--- src/rtl/fma_pkg.sv ---
// shared widths, request codes and item types for the four-momentum accumulator
`timescale 1ns / 1ps
package fma_pkg;

  localparam int COMP_BITS = 24;
  localparam int CW1       = COMP_BITS + 1;
  localparam int ROOT_W    = COMP_BITS + 2;
  localparam int RAD_W     = 2 * ROOT_W;
  localparam int SUM_W     = RAD_W + 1;

  typedef enum logic [1:0] {
    REQ_LOAD = 2'd0,
    REQ_ADD  = 2'd1,
    REQ_SUB  = 2'd2
  } req_code_t;

  typedef struct packed {
    logic [1:0]                  req_type;
    logic signed [COMP_BITS-1:0] in_px;
    logic signed [COMP_BITS-1:0] in_py;
    logic signed [COMP_BITS-1:0] in_pz;
    logic [COMP_BITS-2:0]        in_mass;
  } req_t;

  typedef struct packed {
    logic signed [COMP_BITS-1:0] out_px;
    logic signed [COMP_BITS-1:0] out_py;
    logic signed [COMP_BITS-1:0] out_pz;
    logic [COMP_BITS-1:0]        out_mass;
    logic [COMP_BITS-1:0]        out_energy;
    logic                        saturated;
  } rsp_t;

endpackage

--- src/rtl/fma_isqrt.sv ---
// bit-serial truncating integer square root, one result bit per cycle
`timescale 1ns / 1ps
module fma_isqrt import fma_pkg::*; #(
  parameter int RW = RAD_W
) (
  input  logic              clk,
  input  logic              rst,
  input  logic              start,
  input  logic [RW-1:0]     rad_in,
  output logic              done,
  output logic [RW/2-1:0]   root
);

  localparam int QW    = RW / 2;
  localparam int REM_W = QW + 2;
  localparam int CNT_W = $clog2(QW + 1);

  logic [RW-1:0]      rad;
  logic [REM_W-1:0]   rem;
  logic [CNT_W-1:0]   cnt;
  logic               busy;
  logic [REM_W+1:0]   rem_sh;
  logic [REM_W+1:0]   trial;
  logic               take;

  // next two radicand bits appended to the remainder, trial is 4*root + 1
  assign rem_sh = {rem, rad[RW-1:RW-2]};
  assign trial  = {{(REM_W-QW){1'b0}}, root, 2'b01};
  assign take   = rem_sh >= trial;

  always_ff @(posedge clk) begin
    if (rst) begin
      busy <= 1'b0;
      done <= 1'b0;
      cnt  <= '0;
    end else begin
      done <= busy && (cnt == CNT_W'(1));
      if (start) begin
        busy <= 1'b1;
        cnt  <= CNT_W'(QW);
      end else if (busy) begin
        cnt <= cnt - CNT_W'(1);
        if (cnt == CNT_W'(1)) begin
          busy <= 1'b0;
        end
      end
    end
  end

  always_ff @(posedge clk) begin
    if (start) begin
      rad  <= rad_in;
      rem  <= '0;
      root <= '0;
    end else if (busy) begin
      rad <= {rad[RW-3:0], 2'b00};
      if (take) begin
        rem  <= REM_W'(rem_sh - trial);
        root <= {root[QW-2:0], 1'b1};
      end else begin
        rem  <= rem_sh[REM_W-1:0];
        root <= {root[QW-2:0], 1'b0};
      end
    end
  end

endmodule

--- src/rtl/four_momentum_accumulator.sv ---
// four-momentum accumulator: sequencer, squaring unit and accumulator state
//
// request channel (req_valid / req_ready / req) carries one item: a request code
// and an operand vector. load sets the accumulator, add combines the two
// four-vectors and recomputes the invariant mass, subtract changes only the
// momentum. every item gives exactly one result item on the response channel
// (rsp_valid / rsp_ready / rsp): the accumulator after the step, its energy and
// a flag for clipped components or mass. an unused code returns the state as is.
// one item is worked on at a time and req_ready is low until it is finished.
// each energy or mass is a pass of four squarings on one shared multiplier,
// then a square root on one shared unit that gives one bit a cycle.
// load and subtract take one pass, add takes four; an add whose mass radicand
// is not positive skips the square root of its mass pass.
// the result sits in an output register: a new item is accepted while it waits,
// and if the receiver stalls the next result is held until the register frees.
// reset (rst, synchronous) clears the accumulator to zero and drops rsp_valid.
`timescale 1ns / 1ps
module four_momentum_accumulator import fma_pkg::*; (
  input  logic clk,
  input  logic rst,
  input  logic req_valid,
  output logic req_ready,
  input  req_t req,
  output logic rsp_valid,
  input  logic rsp_ready,
  output rsp_t rsp
);

  typedef enum logic [5:0] {
    ST_IDLE  = 6'b000001,
    ST_MUL   = 6'b000010,
    ST_ACC   = 6'b000100,
    ST_START = 6'b001000,
    ST_ROOT  = 6'b010000,
    ST_FIN   = 6'b100000
  } state_t;

  typedef enum logic [1:0] {
    PH_EO   = 2'd0,
    PH_EM   = 2'd1,
    PH_MASS = 2'd2,
    PH_EN   = 2'd3
  } phase_t;

  state_t state;
  phase_t phase;
  logic [1:0] k;

  logic signed [COMP_BITS-1:0] acc_px, acc_py, acc_pz;
  logic [COMP_BITS-1:0]        acc_mass;
  logic signed [COMP_BITS-1:0] op_px, op_py, op_pz;
  logic [COMP_BITS-2:0]        op_mass;
  logic [ROOT_W-1:0]           eo;
  logic [ROOT_W-1:0]           es;
  logic [COMP_BITS-1:0]        energy;
  logic                        sat;

  logic [ROOT_W-1:0]           mul_a;
  logic [RAD_W-1:0]            prod;
  logic signed [SUM_W-1:0]     prod_s;
  logic signed [SUM_W-1:0]     sum;
  logic                        sum_pos;
  logic                        sq_start;
  logic                        sq_done;
  logic [ROOT_W-1:0]           sq_root;
  logic                        fin;
  logic [ROOT_W-1:0]           fin_root;
  logic                        root_big;
  logic                        accept;
  logic [CW1-1:0]              nx, ny, nz;
  logic [CW1-1:0]              dx, dy, dz;
  logic                        do_sub;

  function automatic logic [ROOT_W-1:0] abs_c(input logic signed [COMP_BITS-1:0] v);
    logic signed [ROOT_W-1:0] e;
    e = ROOT_W'(v);
    return (e < 0) ? ROOT_W'($unsigned(-e)) : ROOT_W'($unsigned(e));
  endfunction

  // returns {clipped, value}
  function automatic logic [CW1-1:0] sat_add(input logic signed [COMP_BITS-1:0] a,
                                            input logic signed [COMP_BITS-1:0] b,
                                            input logic sub);
    logic signed [CW1-1:0] s;
    logic [CW1-1:0] r;
    s = sub ? (CW1'(a) - CW1'(b)) : (CW1'(a) + CW1'(b));
    if (s[COMP_BITS] != s[COMP_BITS-1]) begin
      r = s[COMP_BITS] ? {1'b1, 1'b1, {(COMP_BITS-1){1'b0}}}
                       : {1'b1, 1'b0, {(COMP_BITS-1){1'b1}}};
    end else begin
      r = {1'b0, s[COMP_BITS-1:0]};
    end
    return r;
  endfunction

  assign req_ready = (state == ST_IDLE);
  assign accept    = req_valid && req_ready;
  assign prod_s    = $signed({1'b0, prod});
  assign sum_pos   = (sum > 0);

  // operand for the shared squarer, chosen by pass and term
  always_comb begin
    mul_a = '0;
    case (phase)
      PH_EO: begin
        case (k)
          2'd0:    mul_a = abs_c(op_px);
          2'd1:    mul_a = abs_c(op_py);
          2'd2:    mul_a = abs_c(op_pz);
          default: mul_a = ROOT_W'(op_mass);
        endcase
      end
      PH_MASS: begin
        case (k)
          2'd0:    mul_a = es;
          2'd1:    mul_a = abs_c(acc_px);
          2'd2:    mul_a = abs_c(acc_py);
          default: mul_a = abs_c(acc_pz);
        endcase
      end
      default: begin
        case (k)
          2'd0:    mul_a = abs_c(acc_px);
          2'd1:    mul_a = abs_c(acc_py);
          2'd2:    mul_a = abs_c(acc_pz);
          default: mul_a = ROOT_W'(acc_mass);
        endcase
      end
    endcase
  end

  // mass pass subtracts the new |p|^2 from the squared energy sum
  assign do_sub = (phase == PH_MASS) && (k != 2'd0);

  // a pass ends with the root, or with zero when the mass radicand is not positive
  always_comb begin
    sq_start = (state == ST_START) && !((phase == PH_MASS) && !sum_pos);
    fin      = ((state == ST_ROOT) && sq_done) ||
               ((state == ST_START) && (phase == PH_MASS) && !sum_pos);
    fin_root = (state == ST_ROOT) ? sq_root : '0;
    root_big = |fin_root[ROOT_W-1:COMP_BITS];
  end

  assign nx = sat_add(acc_px, op_px, 1'b0);
  assign ny = sat_add(acc_py, op_py, 1'b0);
  assign nz = sat_add(acc_pz, op_pz, 1'b0);

  assign dx = sat_add(acc_px, req.in_px, 1'b1);
  assign dy = sat_add(acc_py, req.in_py, 1'b1);
  assign dz = sat_add(acc_pz, req.in_pz, 1'b1);

  fma_isqrt #(
    .RW (RAD_W)
  ) u_isqrt (
    .clk    (clk),
    .rst    (rst),
    .start  (sq_start),
    .rad_in (sum[RAD_W-1:0]),
    .done   (sq_done),
    .root   (sq_root)
  );

  always_ff @(posedge clk) begin
    prod <= mul_a * mul_a;
  end

  always_ff @(posedge clk) begin
    if (rst) begin
      state     <= ST_IDLE;
      phase     <= PH_EN;
      k         <= '0;
      acc_px    <= '0;
      acc_py    <= '0;
      acc_pz    <= '0;
      acc_mass  <= '0;
      rsp_valid <= 1'b0;
      sat       <= 1'b0;
    end else begin
      if (rsp_valid && rsp_ready && (state != ST_FIN)) begin
        rsp_valid <= 1'b0;
      end
      case (state)
        ST_IDLE: begin
          if (accept) begin
            op_px   <= req.in_px;
            op_py   <= req.in_py;
            op_pz   <= req.in_pz;
            op_mass <= req.in_mass;
            k       <= '0;
            sum     <= '0;
            sat     <= (req.req_type == REQ_SUB) &&
                       (dx[COMP_BITS] | dy[COMP_BITS] | dz[COMP_BITS]);
            state   <= ST_MUL;
            phase   <= (req.req_type == REQ_ADD) ? PH_EO : PH_EN;
            case (req.req_type)
              REQ_LOAD: begin
                acc_px   <= req.in_px;
                acc_py   <= req.in_py;
                acc_pz   <= req.in_pz;
                acc_mass <= {1'b0, req.in_mass};
              end
              REQ_SUB: begin
                acc_px <= dx[COMP_BITS-1:0];
                acc_py <= dy[COMP_BITS-1:0];
                acc_pz <= dz[COMP_BITS-1:0];
              end
              default: begin
              end
            endcase
          end
        end
        ST_MUL: begin
          state <= ST_ACC;
        end
        ST_ACC: begin
          sum <= do_sub ? (sum - prod_s) : (sum + prod_s);
          k   <= k + 2'd1;
          state <= (k == 2'd3) ? ST_START : ST_MUL;
        end
        ST_START: begin
          if (!fin) begin
            state <= ST_ROOT;
          end
        end
        ST_ROOT: begin
        end
        ST_FIN: begin
          if (!rsp_valid || rsp_ready) begin
            rsp_valid      <= 1'b1;
            rsp.out_px     <= acc_px;
            rsp.out_py     <= acc_py;
            rsp.out_pz     <= acc_pz;
            rsp.out_mass   <= acc_mass;
            rsp.out_energy <= energy;
            rsp.saturated  <= sat;
            state          <= ST_IDLE;
          end
        end
        default: begin
          state <= ST_IDLE;
        end
      endcase

      if (fin) begin
        k     <= '0;
        sum   <= '0;
        state <= (phase == PH_EN) ? ST_FIN : ST_MUL;
        case (phase)
          PH_EO: begin
            eo    <= fin_root;
            phase <= PH_EM;
          end
          PH_EM: begin
            // energies use the old state, the momentum is updated only now
            es     <= ROOT_W'(eo + fin_root);
            acc_px <= nx[COMP_BITS-1:0];
            acc_py <= ny[COMP_BITS-1:0];
            acc_pz <= nz[COMP_BITS-1:0];
            sat    <= sat | nx[COMP_BITS] | ny[COMP_BITS] | nz[COMP_BITS];
            phase  <= PH_MASS;
          end
          PH_MASS: begin
            if (root_big) begin
              acc_mass <= '1;
              sat      <= 1'b1;
            end else begin
              acc_mass <= fin_root[COMP_BITS-1:0];
            end
            phase <= PH_EN;
          end
          default: begin
            energy <= root_big ? '1 : fin_root[COMP_BITS-1:0];
          end
        endcase
      end
    end
  end

endmodule

--- config.mk ---
export PLATFORM = sky130hd
export DESIGN_NAME = four_momentum_accumulator
export DESIGN_NICKNAME = d
export VERILOG_FILES = /design/src/rtl/fma_pkg.sv /design/src/rtl/fma_isqrt.sv /design/src/rtl/four_momentum_accumulator.sv
export SDC_FILE = /design/constraint.sdc
export NUM_CORES = 2
export LEC_CHECK = 0
export ABC_AREA = 1
export CORE_ASPECT_RATIO = 0.9
export CORE_UTILIZATION = 34
export CTS_BUF_LIST = sky130_fd_sc_hd__clkbuf_8
export CTS_CLUSTER_DIAMETER = 50
export DETAILED_ROUTE_END_ITERATION = 10
export DONT_BUFFER_PORTS = 1
export SLEW_MARGIN = 20
export SYNTH_ARGS = -nofsm -noshare
export SYNTH_HDL_FRONTEND = slang
export SYNTH_SLANG_ARGS = --single-unit
--- constraint.sdc ---
create_clock -name clk -period 16.4 [get_ports clk]
set_input_delay 4.1 -clock clk [delete_from_list [all_inputs] [get_ports clk]]
set_output_delay 4.1 -clock clk [all_outputs]
set_load 0.1 [all_outputs]
=== Word level (Yosys, flattened, before mapping) ===
Index checks and enable logic that the tools add are counted.

* Bits in registers: 618
* Word-level logic and storage cells: 203

* Add/sub/neg operators: 18
* Multiply operators: 1
* Order comparisons: 8
* Equal/unequal tests: 26
* Mux-type cells: 77
* Bitwise gates (word level): 7
* Reduce and logical (&&, ||, !) cells: 35

{| class="wikitable"
|+ Operators with widths
! kind !! count
|-
| $mux W24 || 24
|-
| $pmux W26 S3 || 3
|-
| $mux W26 || 7
|-
| $neg A24 Y26 || 6
|-
| $mux W25 || 6
|-
| $lt A24 B1 Y1 const B || 6
|-
| $pmux W24 S2 || 3
|-
| $mux W53 || 2
|-
| $pmux W53 S2 || 1
|-
| $mux W52 || 2
|-
| $add A24 B24 Y25 || 3
|-
| $sub A24 B24 Y25 || 3
|-
| $add A53 B53 Y53 || 1
|-
| $gt A53 B1 Y1 const B || 1
|-
| $sub A53 B53 Y53 || 1
|-
| $mul A26 B26 Y52 || 1
|-
| $pmux W26 S2 || 1
|-
| $pmux W6 S6 || 1
|-
| $ge A30 B28 Y1 || 1
|-
| $mux W28 || 1
|-
| $sub A28 B28 Y28 || 1
|-
| $add A26 B26 Y26 || 1
|-
| $mux W6 || 4
|-
| $reduce_and A3 Y1 || 7
|-
| 35 further kinds || 85
|}

=== Logic depth before layout (Yosys ltp) ===
* Depth after elaboration: 11
* Gate-level depth with buffers: 44

=== Cells and area by module ===
From an unflattened synthesis, not the netlist that was laid out.

* Cell total of the unflattened synthesis: 8484
* Area total of the unflattened synthesis: 64738.3 µm²

{| class="wikitable"
|+ By module, submodules not included
! module !! times used !! cells an instance !! area an instance (µm²)
|-
| four_momentum_accumulator || 1 || 7444 || 57507.7
|-
| fma_isqrt || 1 || 1040 || 7230.7
|}

=== Worst setup path before layout ===
No wires, ideal clock.

* Kind: input-to-reg
* Start: in rst
* End: reg rsp[0] in the netlist's numbering (enable)
* Arrival: 12.677 ns
* Path slack: 2.973 ns
* Stages on the path: 3
* Cells stage by stage: clkbuf_1 > clkbuf_1 > nor3_1

* Word-level cells in the longest chain between the ends: 2

{| class="wikitable"
|+ Ends and longest elaborated chain
! what !! line !! source
|-
| start, declared || four_momentum_accumulator.sv:20 || <nowiki>input logic rst,</nowiki>
|-
| $not A1 Y1 (no source line) || n/a ||
|-
| $reduce_and A3 Y1 (no source line) || n/a ||
|-
| end, declared || four_momentum_accumulator.sv:26 || <nowiki>output rsp_t rsp</nowiki>
|}

No other way between the ends.
A chain may end at the register's enable or synchronous reset.

=== Worst setup path after layout ===
* Start: reg k[1]
* End: reg prod[33]

* Word-level cells in the longest chain between the ends: 4
* Elaborated cells on any way between the ends: 8
* Classes of those cells: mul: 1; eq/ne: 2; mux: 4; reduce/logical: 1

{| class="wikitable"
|+ Ends and longest elaborated chain
! what !! line !! source
|-
| start, declared || four_momentum_accumulator.sv:47 || <nowiki>logic [1:0] k;</nowiki>
|-
| start signal, assigned || four_momentum_accumulator.sv:217 || <nowiki>k <= k + 2'd1;</nowiki>
|-
| $eq A2 B2 Y1, or another cell as far along || four_momentum_accumulator.sv:106, four_momentum_accumulator.sv:114, four_momentum_accumulator.sv:122 ||
|-
| $pmux W26 S3 (on tied branches) || four_momentum_accumulator.sv:122, four_momentum_accumulator.sv:106, four_momentum_accumulator.sv:114 ||
|-
| $pmux W26 S2 (*) || four_momentum_accumulator.sv:104 || <nowiki>case (phase)</nowiki>
|-
| $mul A26 B26 Y52 (*) || four_momentum_accumulator.sv:164 || <nowiki>prod <= mul_a * mul_a;</nowiki>
|-
| end signal, assigned || four_momentum_accumulator.sv:164 ||
|-
| end, declared || four_momentum_accumulator.sv:59 || <nowiki>logic [RAD_W-1:0] prod;</nowiki>
|}

Every way passes the cells marked *; elsewhere a longest branch is shown, timed or not.

==> impl_results.rst <==
.. list-table::
   :header-rows: 1

   * - Metric
     - Value
   * - Endpoints failing hold
     - 0
   * - YS warnings
     - 0
   * - TritonCTS clock tree
     - yes
   * - Final setup vio count
     - 0
   * - Headroom to the max-slew limit
     - 19.87%
   * - Met3 track utilization from global routing
     - 5.009%
   * - DR iter-0 viols
     - 5948
   * - DRT antenna net count
     - 0
   * - Worst Setup End Kind
     - register
   * - GRT met1 Usage
     - 37.35%
   * - Reported leakage power
     - 33.02 nW
   * - Clock sink count
     - 617
   * - Outcome
     - completed
   * - Vias in the first global route
     - 56300
   * - Standard cell with the maximum stage delay on the critical path
     - sky130_fd_sc_hd__clkinv_1
   * - Gate Count Post-Synth
     - 8208
   * - Count of vias placed by the detailed router
     - 57540
   * - Post-synthesis instance area
     - 0.06308 mm^2
   * - Total routing usage reported by global routing
     - 26.12%
   * - Post-cts repair resize count
     - 0
   * - Count leader, synth
     - sky130_fd_sc_hd__nand2_1
   * - Clock edge transition at the registers on the reported setup and hold paths
     - 70 ps
   * - Post-CTS setup repair buffer count
     - 0
   * - Post-route minimum period
     - 10340 ps
   * - Num ports
     - 224
   * - Max Buffers Root-to-Sink
     - 3
   * - Input/output buffers
     - 0
   * - Wire length per cell
     - 23.05 um
   * - Setup Skew
     - 100.2 ps
   * - Biggest area contributors in the synthesized netlist
     - sky130_fd_sc_hd__edfxtp_1, sky130_fd_sc_hd__fa_1, sky130_fd_sc_hd__nand2_1
   * - Fraction of final layout cells sized beyond drive strength 1
     - 5.200%
   * - Predominant post-synthesis flop cell
     - sky130_fd_sc_hd__edfxtp_1
   * - Mapped Nets
     - 9290
   * - Cell type with the largest total area after synthesis
     - sky130_fd_sc_hd__edfxtp_1
   * - Antenna violations before repair
     - 15
   * - Proportion of power drawn by combinational gates
     - 56.3%
   * - FMAX
     - 96.72 MHz
   * - Clock latency of the later-clocked register in the worst-skew pair
     - 900 ps
   * - H-tree Lvls
     - 3
   * - Power per cell area
     - 123.8 mW/mm^2
   * - Share of Yosys cell area claimed by the top area cell type
     - 18.90%
   * - Proportion of total power due to net switching
     - 48.95%
   * - Width of the chip
     - 456.0 um
   * - Mean post-synth cell area
     - 7.685 um^2
   * - Core area
     - 0.1838 mm^2
   * - Number of flops mapped to enable cells by yosys
     - 397
   * - Fraction of registers with async set/reset
     - 0%
   * - Path category of the worst min-delay check
     - register to register
   * - Total chip power
     - 8.472 mW
   * - Crit path max fanout
     - 55
   * - Placed Instances
     - 10480
   * - Relative contribution of the clock network to total power
     - 20.5%
   * - Hold buffer count at cts
     - 0
   * - Portion of the post-synthesis area used by sequential elements
     - 25.88%
   * - Starting Density
     - 34.32%
   * - Nets
     - 9266
   * - Net switching power
     - 4.147 mW
   * - Post-detail-place hpwl
     - 197500 um
   * - Row count
     - 149
   * - Final weighted congestion of routability-driven global placement
     - 1.009
   * - Sum of routed wire length over all layers
     - 247500 um
   * - Number of pins with negative max-slew slack in the final report
     - 0
   * - Wire length of the first global-routing pass
     - 367800 um
   * - Internal portion of total power
     - 4.325 mW
   * - Arrival time at the worst endpoint
     - 11160 ps
   * - DRC Markers
     - 0
   * - Maximum number of pins on one net before global-route repair
     - 86
   * - Required time of the worst setup path
     - 17220 ps
   * - Cell variety after synth
     - 67
   * - Die height
     - 410.6 um
   * - Final Non-Filler Cells
     - 10740
   * - Critical Path Max Stage Delay
     - 740 ps
   * - Sequential cell fraction of total power
     - 23.2%
   * - Register bit count reported by yosys
     - 617
   * - Peak supply drop
     - 0.1265 mV
   * - Share of the cycle needed by the critical path after routing
     - 63.04%
   * - First-pass iteration count of the detailed router
     - 8
   * - Cell mode on critical path
     - sky130_fd_sc_hd__inv_1
   * - Total gr overflow
     - 0
   * - Ranking of synthesized cells by instance count
     - sky130_fd_sc_hd__nand2_1, sky130_fd_sc_hd__inv_1, sky130_fd_sc_hd__nor2_1
   * - Area enclosed by the die boundary
     - 0.1873 mm^2
   * - Total Neg Setup Slack
     - 0 ps
   * - Met2 usage in global routing
     - 38.58%
   * - CTS buffer count
     - 118
   * - Count of fill cells added during filler insertion
     - 19290
   * - Area growth from synthesis to layout
     - 8.511%
   * - CP Launch Type
     - register
   * - Tightest Pin Transition
     - 1205 ps
   * - Worst Setup Path Type
     - register to register
   * - Root buffer cell
     - sky130_fd_sc_hd__clkbuf_8
   * - Unrepaired setup endpoints after global routing
     - false
   * - DR vias/cell
     - 5.358
   * - Number of maximum-capacitance violations
     - 0
   * - Global-route layer with the greatest usage
     - met2
-- layout make-up --
class / count / area (um^2) / area share, %
antenna: 33 / 82.58 / 0.1206
clock buffer: 138 / 1899 / 2.775
sequential: 617 / 16330 / 23.85
timing repair buffer: 76 / 583.1 / 0.8518
tap: 2416 / 3023 / 4.416
inverter: 1450 / 5445 / 7.955
clock inverter: 87 / 759.5 / 1.110
multi-input combinational: 5921 / 40330 / 58.92
-- state kept, by name (all words and copies together) (netlist names), 23 cells and up --
signal	flops
u_isqrt.rem	28
sum	53
op_py	24
es	26
acc_pz	24
rsp	121
op_px	24
acc_py	24
u_isqrt.rad	52
op_pz	24
prod	51
op_mass	23
acc_mass	24
energy	24
u_isqrt.root	26
eo	26
acc_px	24
-- worst max-delay path: cells and delay by family (launching register included) --
kind,cells,cell delay (ps)
buffers and inverters,12,2550
AND/OR/NAND/NOR,8,1500
adder cells (fa/ha/maj),9,4190
XOR/XNOR,1,170
flip-flops,1,340
AO/OA/AOI/OAI,5,1470
-- metrics by stage --
| stage | utilization [%] | setup WS [ps] | cell area [um^2] | hold slack [ps] |
|---|---|---|---|---|
| detailed placement | 35.74 | 6338 | 65700 | 407.2 |
| global route | 37.22 | 5562 | 68420 | 419.1 |
| finish | 37.24 | 6061 | 68450 | 423.1 |
| global placement | 35.73 | 6458 | 65680 | 402.8 |
| CTS | 37.19 | 6259 | 68360 | 424.9 |
| floorplan | - | 2973 | 63080 | 400.3 |
-- cell families (layout without fill, tap and decap cells) --
family                     count (synthesis)  after routing  synth area share, %
AOI/OAI and AO/OA                       1442           1442                12.96
xor gates and xnor gates                 300            300                4.165
adders and majority gates                981            981                25.66
other                                      0             33                    0
buffers and inverters                   1670           1751                10.30
DFF                                      617            617                25.88
and+or+nand+nor                         3198           3198                21.03
-- final timing paths --
check	to	from	cells past startpoint	slack, ps
worst max-delay path	prod[33]	k[1]	35	6060
worst min-delay path	rsp[5]	energy[4]	0	420
worst max register to register	prod[33]	k[1]	35	6060
worst min register to register	rsp[5]	energy[4]	0	420
-- power groups by stage --
| stage | combinational, mW | sequential [mW] | clock [mW] |
|---|---|---|---|
| 6_report | 4.77 | 1.97 | 1.74 |
| 2_1_floorplan | 3.23 | 1.91 | 0 |
| 3_5_place_dp | 4.63 | 1.99 | 0 |
| 5_1_grt | 5.31 | 1.97 | 1.83 |
| 4_1_cts | 4.72 | 1.96 | 1.77 |
| 3_3_place_gp | 4.65 | 1.99 | 0 |
-- cell usage in the layout (no fill, tap or decap), types with 220 or more instances in the layout --
master	netlist	routed
sky130_fd_sc_hd__o21ai_0	482	481
sky130_fd_sc_hd__fa_1	521	521
sky130_fd_sc_hd__nor2_1	827	819
sky130_fd_sc_hd__edfxtp_1	397	397
sky130_fd_sc_hd__a21oi_1	542	542
sky130_fd_sc_hd__dfxtp_1	220	220
sky130_fd_sc_hd__nand3_1	310	310
sky130_fd_sc_hd__ha_1	460	456
sky130_fd_sc_hd__nand2_1	1745	1744
sky130_fd_sc_hd__inv_1	1418	1459
-- routing by layer --
metal  routed length (um)  share of wire (%)
met5                   83              0.034
met4                10010                4.0
met3                21990                8.9
met2               103600                 42
met1               111900                 45
No activity file was read; power rests on OpenSTA's default activity.
